**config.mk**
```make
export PLATFORM = sky130hd
export DESIGN_NAME = link_transmit_scheduler
export DESIGN_NICKNAME = d
export VERILOG_FILES = /design/src/lts_pkg.sv /design/src/lts_front.sv /design/src/lts_jobq.sv /design/src/lts_back.sv /design/src/link_transmit_scheduler.sv
export SDC_FILE = /design/constraint.sdc
export NUM_CORES = 2
export LEC_CHECK = 0
export BUFFER_PORTS_ARGS = -buffer_cell sky130_fd_sc_hd__buf_2
export CORE_MARGIN = 5
export CORE_UTILIZATION = 45
export DETAILED_ROUTE_END_ITERATION = 8
export PLACE_DENSITY_LB_ADDON = 0.12
export SETUP_SLACK_MARGIN = 0.2
export SLEW_MARGIN = 20
export SYNTH_ARGS = -nofsm -noshare
export SYNTH_HDL_FRONTEND = slang
export SYNTH_SLANG_ARGS = --single-unit
```
**constraint.sdc**
```tcl
create_clock -name clk -period 13.4 [get_ports clk]
set_input_delay 1.34 -clock clk [delete_from_list [all_inputs] [get_ports clk]]
set_output_delay 1.34 -clock clk [all_outputs]
set_load 0.01 [all_outputs]
```
**src/lts_pkg.sv**
```systemverilog
// shared types and constants for the link transmit scheduler
// used by lts_front, lts_jobq, lts_back and link_transmit_scheduler
package lts_pkg;

  localparam int TAG_W   = 16;
  localparam int SIZE_W  = 32;
  localparam int TIME_W  = 48;
  localparam int BW_W    = 32;
  localparam int LAT_W   = 32;
  localparam int FRAC_W  = 8;

  // dividend is size << 8, one quotient bit per step
  localparam int DVD_W     = SIZE_W + FRAC_W;
  localparam int DIV_STEPS = DVD_W;
  localparam int STEP_W    = $clog2(DIV_STEPS);

  localparam logic [TIME_W-1:0] TIME_MAX = {TIME_W{1'b1}};

  // input kinds
  localparam logic FUNC_SEND = 1'b0;
  localparam logic FUNC_FREE = 1'b1;

  // result outcomes
  localparam logic [1:0] OUT_STARTED = 2'd0;
  localparam logic [1:0] OUT_QUEUED  = 2'd1;
  localparam logic [1:0] OUT_DROPPED = 2'd2;
  localparam logic [1:0] OUT_IDLE    = 2'd3;

  // configuration register indexes
  localparam logic CFG_BANDWIDTH = 1'b0;
  localparam logic CFG_LATENCY   = 1'b1;

  localparam logic [BW_W-1:0] BW_RESET = 32'd256;

  // work handed from the front to the back
  typedef struct packed {
    logic              start;
    logic [1:0]        outcome;
    logic [TAG_W-1:0]  tag;
    logic [SIZE_W-1:0] size;
    logic [TIME_W-1:0] now;
  } job_t;

  // push side of the job queue
  typedef struct packed {
    logic valid;
    job_t job;
  } job_push_t;

endpackage

```
**src/lts_front.sv**
```systemverilog
// front part: accepts requests, tracks link busy and the pending chunk ring
// depends on lts_pkg
module lts_front #(
  parameter int QUEUE_DEPTH = 16
) (
  input  logic                     clk,
  input  logic                     rst_n,
  input  logic                     in_tvalid,
  output logic                     in_tready,
  input  logic                     in_func,
  input  logic [lts_pkg::TAG_W-1:0]  in_tag,
  input  logic [lts_pkg::SIZE_W-1:0] in_size,
  input  logic [lts_pkg::TIME_W-1:0] in_now,
  input  logic                     push_ready,
  output lts_pkg::job_push_t       push
);
  import lts_pkg::*;

  localparam int PTR_W = $clog2(QUEUE_DEPTH);
  localparam int CNT_W = $clog2(QUEUE_DEPTH + 1);
  localparam int ENT_W = TAG_W + SIZE_W;
  localparam logic [PTR_W-1:0] PTR_LAST = PTR_W'(QUEUE_DEPTH - 1);
  localparam logic [CNT_W-1:0] CNT_FULL = CNT_W'(QUEUE_DEPTH);

  logic [ENT_W-1:0] mem [QUEUE_DEPTH];

  logic              busy_r, busy_nxt;
  logic [PTR_W-1:0]  head_r, head_nxt;
  logic [PTR_W-1:0]  tail_r, tail_nxt;
  logic [CNT_W-1:0]  count_r, count_nxt;
  logic              rd_pend_r, rd_pend_nxt;
  logic [ENT_W-1:0]  rd_data_r;
  logic [TIME_W-1:0] rd_now_r;

  logic acc, wr_en, rd_en;

  assign in_tready = !rd_pend_r && push_ready;
  assign acc       = in_tvalid && in_tready;

  always_comb begin
    busy_nxt    = busy_r;
    head_nxt    = head_r;
    tail_nxt    = tail_r;
    count_nxt   = count_r;
    rd_pend_nxt = 1'b0;
    wr_en       = 1'b0;
    rd_en       = 1'b0;
    push.valid       = 1'b0;
    push.job.start   = 1'b0;
    push.job.outcome = OUT_IDLE;
    push.job.tag     = '0;
    push.job.size    = '0;
    push.job.now     = '0;
    if (rd_pend_r) begin
      // oldest pending chunk is now out of the ring
      push.valid       = 1'b1;
      push.job.start   = 1'b1;
      push.job.outcome = OUT_STARTED;
      push.job.tag     = rd_data_r[ENT_W-1:SIZE_W];
      push.job.size    = rd_data_r[SIZE_W-1:0];
      push.job.now     = rd_now_r;
    end else if (acc) begin
      if (in_func == FUNC_SEND) begin
        push.valid = 1'b1;
        if (!busy_r) begin
          busy_nxt         = 1'b1;
          push.job.start   = 1'b1;
          push.job.outcome = OUT_STARTED;
          push.job.tag     = in_tag;
          push.job.size    = in_size;
          push.job.now     = in_now;
        end else if (count_r >= CNT_FULL) begin
          push.job.outcome = OUT_DROPPED;
        end else begin
          wr_en            = 1'b1;
          tail_nxt         = (tail_r == PTR_LAST) ? '0 : tail_r + 1'b1;
          count_nxt        = count_r + 1'b1;
          push.job.outcome = OUT_QUEUED;
        end
      end else begin
        if (count_r != '0) begin
          // link frees and the head chunk starts right away
          busy_nxt    = 1'b1;
          rd_en       = 1'b1;
          rd_pend_nxt = 1'b1;
          head_nxt    = (head_r == PTR_LAST) ? '0 : head_r + 1'b1;
          count_nxt   = count_r - 1'b1;
        end else begin
          busy_nxt         = 1'b0;
          push.valid       = 1'b1;
          push.job.outcome = OUT_IDLE;
        end
      end
    end
  end

  always_ff @(posedge clk) begin
    if (!rst_n) begin
      busy_r    <= 1'b0;
      head_r    <= '0;
      tail_r    <= '0;
      count_r   <= '0;
      rd_pend_r <= 1'b0;
    end else begin
      busy_r    <= busy_nxt;
      head_r    <= head_nxt;
      tail_r    <= tail_nxt;
      count_r   <= count_nxt;
      rd_pend_r <= rd_pend_nxt;
    end
  end

  always_ff @(posedge clk) begin
    if (wr_en) begin
      mem[tail_r] <= {in_tag, in_size};
    end
    if (rd_en) begin
      rd_data_r <= mem[head_r];
      rd_now_r  <= in_now;
    end
  end

endmodule

```
**src/lts_jobq.sv**
```systemverilog
// two-entry queue of jobs between the front and the back
// depends on lts_pkg
module lts_jobq (
  input  logic               clk,
  input  logic               rst_n,
  input  lts_pkg::job_push_t push,
  output logic               push_ready,
  output logic               pop_valid,
  output lts_pkg::job_t      pop_job,
  input  logic               pop
);
  import lts_pkg::*;

  job_t       ent_r [2];
  logic       wr_ptr_r, rd_ptr_r;
  logic [1:0] cnt_r;
  logic       do_push, do_pop;

  assign push_ready = (cnt_r != 2'd2);
  assign pop_valid  = (cnt_r != 2'd0);
  assign pop_job    = ent_r[rd_ptr_r];
  assign do_push    = push.valid && push_ready;
  assign do_pop     = pop && pop_valid;

  always_ff @(posedge clk) begin
    if (!rst_n) begin
      wr_ptr_r <= 1'b0;
      rd_ptr_r <= 1'b0;
      cnt_r    <= 2'd0;
    end else begin
      if (do_push) begin
        wr_ptr_r <= ~wr_ptr_r;
      end
      if (do_pop) begin
        rd_ptr_r <= ~rd_ptr_r;
      end
      cnt_r <= cnt_r + {1'b0, do_push} - {1'b0, do_pop};
    end
  end

  always_ff @(posedge clk) begin
    if (do_push) begin
      ent_r[wr_ptr_r] <= push.job;
    end
  end

endmodule

```
**src/lts_back.sv**
```systemverilog
// back part: serialization delay divider, time sums with saturation, result register
// depends on lts_pkg
module lts_back (
  input  logic                       clk,
  input  logic                       rst_n,
  input  logic                       job_valid,
  input  lts_pkg::job_t              job,
  output logic                       job_pop,
  input  logic [lts_pkg::BW_W-1:0]   bandwidth_q8,
  input  logic [lts_pkg::LAT_W-1:0]  link_latency,
  output logic                       out_tvalid,
  input  logic                       out_tready,
  output logic [1:0]                 out_outcome,
  output logic [lts_pkg::TAG_W-1:0]  out_tag,
  output logic [lts_pkg::TIME_W-1:0] out_arrival,
  output logic [lts_pkg::TIME_W-1:0] out_free
);
  import lts_pkg::*;

  typedef enum logic [1:0] {
    ST_IDLE,
    ST_DIV,
    ST_FIN
  } state_t;

  state_t            state_r;
  logic [STEP_W-1:0] step_r;
  logic              out_valid_r;
  logic [1:0]        outcome_r;
  logic [TAG_W-1:0]  tag_out_r;
  logic [TIME_W-1:0] arr_r, free_r;

  // datapath
  logic [DVD_W-1:0]  dvd_r;
  logic [BW_W-1:0]   rem_r;
  logic [TIME_W-1:0] now_r;
  logic [TIME_W:0]   nl_r;
  logic [TAG_W-1:0]  tag_r;
  logic              bw_zero_r;

  logic              slot_free;
  logic              load_plain, load_start;
  logic [BW_W+1:0]   trial;
  logic              ge;
  logic [BW_W-1:0]   rem_nxt;
  logic [DVD_W-1:0]  dvd_nxt;
  logic [TIME_W-1:0] ser;
  logic [TIME_W:0]   free_sum;
  logic [TIME_W+1:0] arr_sum;
  logic [TIME_W-1:0] free_sat, arr_sat;

  assign slot_free  = !out_valid_r || out_tready;
  assign job_pop    = (state_r == ST_IDLE) && job_valid && (job.start || slot_free);
  assign load_plain = job_pop && !job.start;
  assign load_start = (state_r == ST_FIN) && slot_free;

  // one restoring step: quotient bits shift into the dividend register
  always_comb begin
    trial   = {1'b0, rem_r, dvd_r[DVD_W-1]} - {2'b00, bandwidth_q8};
    ge      = !trial[BW_W+1];
    rem_nxt = ge ? trial[BW_W-1:0] : {rem_r[BW_W-2:0], dvd_r[DVD_W-1]};
    dvd_nxt = {dvd_r[DVD_W-2:0], ge};
  end

  always_comb begin
    ser      = bw_zero_r ? TIME_MAX : {{(TIME_W - DVD_W){1'b0}}, dvd_r};
    free_sum = {1'b0, now_r} + {1'b0, ser};
    arr_sum  = {1'b0, nl_r} + {2'b00, ser};
    free_sat = free_sum[TIME_W] ? TIME_MAX : free_sum[TIME_W-1:0];
    arr_sat  = (arr_sum[TIME_W+1:TIME_W] != 2'b00) ? TIME_MAX : arr_sum[TIME_W-1:0];
  end

  always_ff @(posedge clk) begin
    if (!rst_n) begin
      state_r     <= ST_IDLE;
      step_r      <= '0;
      out_valid_r <= 1'b0;
    end else begin
      if (load_plain || load_start) begin
        out_valid_r <= 1'b1;
      end else if (out_tready) begin
        out_valid_r <= 1'b0;
      end
      unique case (state_r)
        ST_IDLE: begin
          if (job_pop) begin
            if (job.start) begin
              step_r  <= '0;
              state_r <= (bandwidth_q8 == '0) ? ST_FIN : ST_DIV;
            end else begin
              outcome_r   <= job.outcome;
              tag_out_r   <= '0;
              arr_r       <= '0;
              free_r      <= '0;
            end
          end
        end
        ST_DIV: begin
          step_r <= step_r + 1'b1;
          if (step_r == STEP_W'(DIV_STEPS - 1)) begin
            state_r <= ST_FIN;
          end
        end
        ST_FIN: begin
          if (slot_free) begin
            outcome_r   <= OUT_STARTED;
            tag_out_r   <= tag_r;
            arr_r       <= arr_sat;
            free_r      <= free_sat;
            state_r     <= ST_IDLE;
          end
        end
        default: state_r <= ST_IDLE;
      endcase
    end
  end

  always_ff @(posedge clk) begin
    if (job_pop && job.start) begin
      dvd_r     <= {job.size, {FRAC_W{1'b0}}};
      rem_r     <= '0;
      now_r     <= job.now;
      nl_r      <= {1'b0, job.now} + {{(TIME_W + 1 - LAT_W){1'b0}}, link_latency};
      tag_r     <= job.tag;
      bw_zero_r <= (bandwidth_q8 == '0);
    end else if (state_r == ST_DIV) begin
      dvd_r <= dvd_nxt;
      rem_r <= rem_nxt;
    end
  end

  assign out_tvalid  = out_valid_r;
  assign out_outcome = outcome_r;
  assign out_tag     = tag_out_r;
  assign out_arrival = arr_r;
  assign out_free    = free_r;

endmodule

```
**src/link_transmit_scheduler.sv**
```systemverilog
// top level of the link transmit scheduler: config registers, front, job queue, back
// depends on lts_pkg, lts_front, lts_jobq, lts_back
// usage
//   in_* is a stream of requests: in_tuser is the kind (0 send a chunk, 1 the link
//   became free), in_tdata carries the chunk tag, chunk size and current time.
//   every request yields exactly one result on out_*: out_tuser holds the outcome
//   (started, queued, dropped on a full queue, idle), out_tdata the started tag
//   with its arrival and link-free times, all zero when nothing started.
//   cfg_* writes bandwidth (index 0, bytes per time unit with 8 fraction bits)
//   and propagation delay (index 1); write only while no request is in flight.
// timing
//   a request that starts a chunk has its result taken after the job queue, setup,
//   a radix-2 divider that yields one quotient bit per cycle, and a finish step;
//   zero bandwidth skips the divide. a request that starts nothing passes from
//   the job queue straight to the result register; a free request with chunks
//   pending first reads the pending chunk memory. the front keeps accepting while
//   the back divides, until the two-entry job queue is full, so the sustained
//   rate is set by the divider.
// reset and stall
//   after reset the link is idle, no chunks are pending, bandwidth is 256 and
//   latency is 0. when out_tready is low the result register holds, the back
//   stops once it has a new result ready and in_tready drops when the job queue fills.
module link_transmit_scheduler #(
  parameter int QUEUE_DEPTH = 16
) (
  input  logic         clk,
  input  logic         rst_n,
  // request channel
  input  logic         in_tvalid,
  output logic         in_tready,
  input  logic [95:0]  in_tdata,   // chunk_tag[15:0], chunk_len[47:16], now_time[95:48]
  input  logic         in_tuser,   // func
  // result channel
  output logic         out_tvalid,
  input  logic         out_tready,
  output logic [111:0] out_tdata,  // started_tag[15:0], arrival_time[63:16], free_time[111:64]
  output logic [1:0]   out_tuser,  // outcome
  // configuration writes
  input  logic         cfg_we,
  input  logic         cfg_idx,
  input  logic [31:0]  cfg_wdata
);
  import lts_pkg::*;

  logic [BW_W-1:0]  bandwidth_q8_r;
  logic [LAT_W-1:0] link_latency_r;

  job_push_t         push;
  logic              push_ready;
  logic              job_valid;
  job_t              job;
  logic              job_pop;
  logic [TAG_W-1:0]  out_tag;
  logic [TIME_W-1:0] out_arrival, out_free;

  // configuration registers, to be written only while the block is idle; the block itself does not enforce this
  always_ff @(posedge clk) begin
    if (!rst_n) begin
      bandwidth_q8_r <= BW_RESET;
      link_latency_r <= '0;
    end else if (cfg_we) begin
      unique case (cfg_idx)
        CFG_BANDWIDTH: bandwidth_q8_r <= cfg_wdata;
        CFG_LATENCY:   link_latency_r <= cfg_wdata;
        default:       ;
      endcase
    end
  end

  // front: classifies each request against busy flag and pending ring
  lts_front #(
    .QUEUE_DEPTH(QUEUE_DEPTH)
  ) u_front (
    .clk        (clk),
    .rst_n      (rst_n),
    .in_tvalid  (in_tvalid),
    .in_tready  (in_tready),
    .in_func    (in_tuser),
    .in_tag     (in_tdata[15:0]),
    .in_size    (in_tdata[47:16]),
    .in_now     (in_tdata[95:48]),
    .push_ready (push_ready),
    .push       (push)
  );

  // decouples classification from the long divide
  lts_jobq u_jobq (
    .clk        (clk),
    .rst_n      (rst_n),
    .push       (push),
    .push_ready (push_ready),
    .pop_valid  (job_valid),
    .pop_job    (job),
    .pop        (job_pop)
  );

  // back: delay computation and result register
  lts_back u_back (
    .clk          (clk),
    .rst_n        (rst_n),
    .job_valid    (job_valid),
    .job          (job),
    .job_pop      (job_pop),
    .bandwidth_q8 (bandwidth_q8_r),
    .link_latency (link_latency_r),
    .out_tvalid   (out_tvalid),
    .out_tready   (out_tready),
    .out_outcome  (out_tuser),
    .out_tag      (out_tag),
    .out_arrival  (out_arrival),
    .out_free     (out_free)
  );

  assign out_tdata = {out_free, out_arrival, out_tag};

endmodule
```
==> flow_summary.ini <==
[status]
status = complete, no violations

[worst_hold_path]
hold-path-cell-count = 2
hold_path_class = reg -> reg

[place]
dpl.hpwl_um = 97400
place_ws_ns = 8.61
dp_cells = 6064
gp_congestion = 0.881
port_buffers = 250

[synth]
synth.largest_area_cell = edfxtp_1
syn_area_um2 = 63300
syn-num-nets = 4391
synth_warnings = 0
synth_simple_gate_area_frac = 0.0552
async_flop_share = 0
synth-xor-area-share = 0.0234
ys_seq_area_frac = 0.669
synthAdderAreaFrac = 0.0358
synth_most_common_cell = edfxtp_1
synth_mux_area_frac = 0.106
yosys-top-cells-count = 1322 x edfxtp_1, 302 x nand2_1, 250 x a21oi_1
avgSynthCellArea_um2 = 15.5
synth_edf_count = 1322
yosysTopAreaCellShare = 0.627
yosysUniqueCellTypes = 80
synth-seq-cells = 1455
synth_top_family_by_area = multiplexers
synth_compound_area_frac = 0.0925
syn_inst = 4078
yosys-top-cells-area = edfxtp_1 63%, mux4_2 8.5%, dfxtp_1 4.2%
ys.flop_type = edfxtp_1

[power_and_ir_drop]
p_per_area_nw_per_um2 = 198
p_leak_nw = 24.6
p_total_mw = 14.2
max-vdd-ir-drop_uv = 97.8

[critical_path]
worstPathMaxFanout = 38
end_kind = flip-flop
reg2regPathDepth = 13
crit_required_ns = 13.89
crit_path_top_delay_cell = dfxtp_4
start_kind = flip-flop
crit_type = reg -> reg
cp_cell_sequence = buf_4 -> buf_4 -> mux2_2 -> ha_1 -> a21o_1 -> a21o_1 -> a21oi_1 -> nor2_1 -> a221oi_1 -> a21bo_2 -> a21oi_1 -> nor3_1 -> xnor2_1
worst-path-stages = 13
path_buf_inv = 2
cp_slowest_stage_delay_ns = 0.71
arrival_ns = 5.23
crit_family = compound AO/OA/AOI/OAI gates

[detailed_routing]
antenna_left = 0
wl_met2_um = 74500
first_pass_iters = 7
wl_met1_um = 69000
wl_per_cell_um = 24.5
drc = 0
routed-via-count = 35600
top_layer = met5
drt-initial-drc-count = 2835
dr_wl_met3_um = 7880
vias_per_cell = 5.60
drt-total-wl_um = 156000

[clocking]
cts_resized = 0
cts.sinks = 1455
cts_buffers = 155
htreeDepth = 4
ctsRootBufferMaster = clkbuf_16
hold_buffers = 0
clkSlewWorstSetupHoldPaths_ns = 0.06
cts_buffer_depth = 3
post-cts-setup-buffers = 0
clk_latency_ns = 0.76
cts_tree = built

[timing]
finalSetupViolations = 0
skew_ns = 0.0263
fin_tns_setup_ns = 0
grt_setup_unrepaired = no
report.final.slew_viol_count = 0
finalCritPeriodShare = 0.353
slew_headroom = 0.268
tightest_slew_ns = 1.07
setup_slack_ns = 8.66
timing_hold_violations_final = 0
fin_crit_ns = 4.74
fmax_mhz = 211

[layout]
fillers = 11600
fin_nets = 4658
drive_gt1_frac = 0.209
multi_input_area_um2 = 20000
syn_to_final_growth_pct = 13.2
regArea_um2 = 42400
finalNonFillerCells = 6353

[floorplan]
num_io_pins = 251
die_h_um = 385
fp.dieW_um = 385
start_util = 0.453
fp.coreArea_um2 = 140000
die_area_um2 = 148000
rows = 137

[grt]
grt.total_usage = 0.208
antenna_found_initial = 24
grt_pass1_vias = 35600
grt_pass1_wl_um = 230000
gr-total-overflow = 0
grt_max_degree = 95

[flow_run]
max-cap-violations = 0
-- flip-flops by register name, summed over array words and instances (netlist names), 4 cells and up, named ones only --
signal	count
u_back.rem_r	32
u_back.nl_r	49
u_back.step_r	6
u_back.dvd_r	40
u_back.out_arrival	48
u_back.tag_r	16
u_front.count_r	5
u_jobq.ent_r	198
link_latency_r	32
bandwidth_q8_r	32
u_front.tail_r	4
u_back.out_free	48
u_front.mem	768
u_front.rd_data_r	48
u_front.head_r	4
u_back.out_tag	16
u_back.now_r	48
u_front.rd_now_r	48
-- metrics by stage --
| stage | hold slack, ns | util | cell area (um^2) |
|---|---|---|---|
| after global routing | 0.504 | 0.513 | 71700 |
| after global placement | 0.464 | 0.478 | 66700 |
| after CTS | 0.473 | 0.513 | 71700 |
| after detailed placement | 0.465 | 0.478 | 66700 |
| final | 0.474 | 0.513 | 71700 |
| after floorplan | 0.434 | - | 63300 |
-- metal layers --
layer / GRT usage / vias up
met5: 0 / -
met1: 0.290 / 17900
li1: - / 16500
met4: 0.0644 / 14
met2: 0.337 / 941
met3: 0.0344 / 242
-- logic make-up after synthesis --
family / after synthesis
AO/OA/AOI/OAI: 888
XOR/XNOR: 169
adder cells (fa/ha/maj): 178
buffers and inverters: 289
flip-flops: 1455
multiplexers: 362
AND/OR/NAND/NOR: 737
-- power by group --
part           switching (mW)  internal (mW)  total (mW)
Clock                    1.74           2.39        4.13
Combinational            2.59           1.62        4.21
Sequential              0.256           5.59        5.85
-- cells in the final DEF (no fill, tap or decap), types with 9 or more instances in the layout --
master | netlist | final
a211oi_1 | 17 | 17
a21boi_0 | 72 | 72
a21o_1 | 92 | 92
a21oi_1 | 250 | 250
a21oi_2 | 20 | 20
a22o_1 | 101 | 101
a31oi_1 | 26 | 26
and2_1 | 44 | 43
and3_1 | 28 | 28
and4_1 | 10 | 10
buf_2 | 9 | 250
buf_4 | 3 | 55
bufinv_16 | 0 | 9
clkbuf_1 | 152 | 37
clkbuf_16 | 0 | 159
clkinv_1 | 1 | 30
clkinv_2 | 0 | 24
dfxtp_1 | 133 | 127
edfxtp_1 | 1322 | 1322
ha_1 | 173 | 173
inv_1 | 92 | 92
mux2_2 | 55 | 55
mux2i_1 | 66 | 66
mux4_2 | 240 | 240
nand2_1 | 302 | 302
nand2b_1 | 17 | 15
nand3_1 | 49 | 49
nand4_1 | 29 | 29
nor2_1 | 122 | 109
nor2_4 | 0 | 13
nor2b_1 | 33 | 30
nor3_1 | 29 | 23
nor4_1 | 9 | 9
o211ai_1 | 15 | 15
o21a_1 | 22 | 22
o21ai_0 | 170 | 170
o21bai_1 | 27 | 27
or2_2 | 48 | 48
xnor2_1 | 96 | 96
xor2_1 | 73 | 73
-- area by class of cell --
cell class	count	area share
clock inverters	79	0.0102
inverters	93	0.00490
repair buffers	306	0.0235
well taps	1876	0.0327
clock buffers	202	0.0586
multi-input cells	2334	0.279
diodes	8	0.000279
flip-flops and latches	1455	0.591
-- tightest hold or removal path, delay by kind of cell, from the launching register on --
kind             cells  cell delay [ns]
flip-flops           1             0.32
AO/OA/AOI/OAI        1             0.06
AND/OR/NAND/NOR      1             0.05
-- worst paths after layout --
path / from / to / slack, ns
setup / recovery: flip-flop / u_back.nl_r[37] / 8.66
hold / removal: u_back.dvd_r[3] / u_back.dvd_r[3] / 0.47
setup reg to reg: flip-flop / u_back.nl_r[37] / 8.66
hold reg to reg: u_back.dvd_r[3] / u_back.dvd_r[3] / 0.47
(Power assumes the default switching activity.)
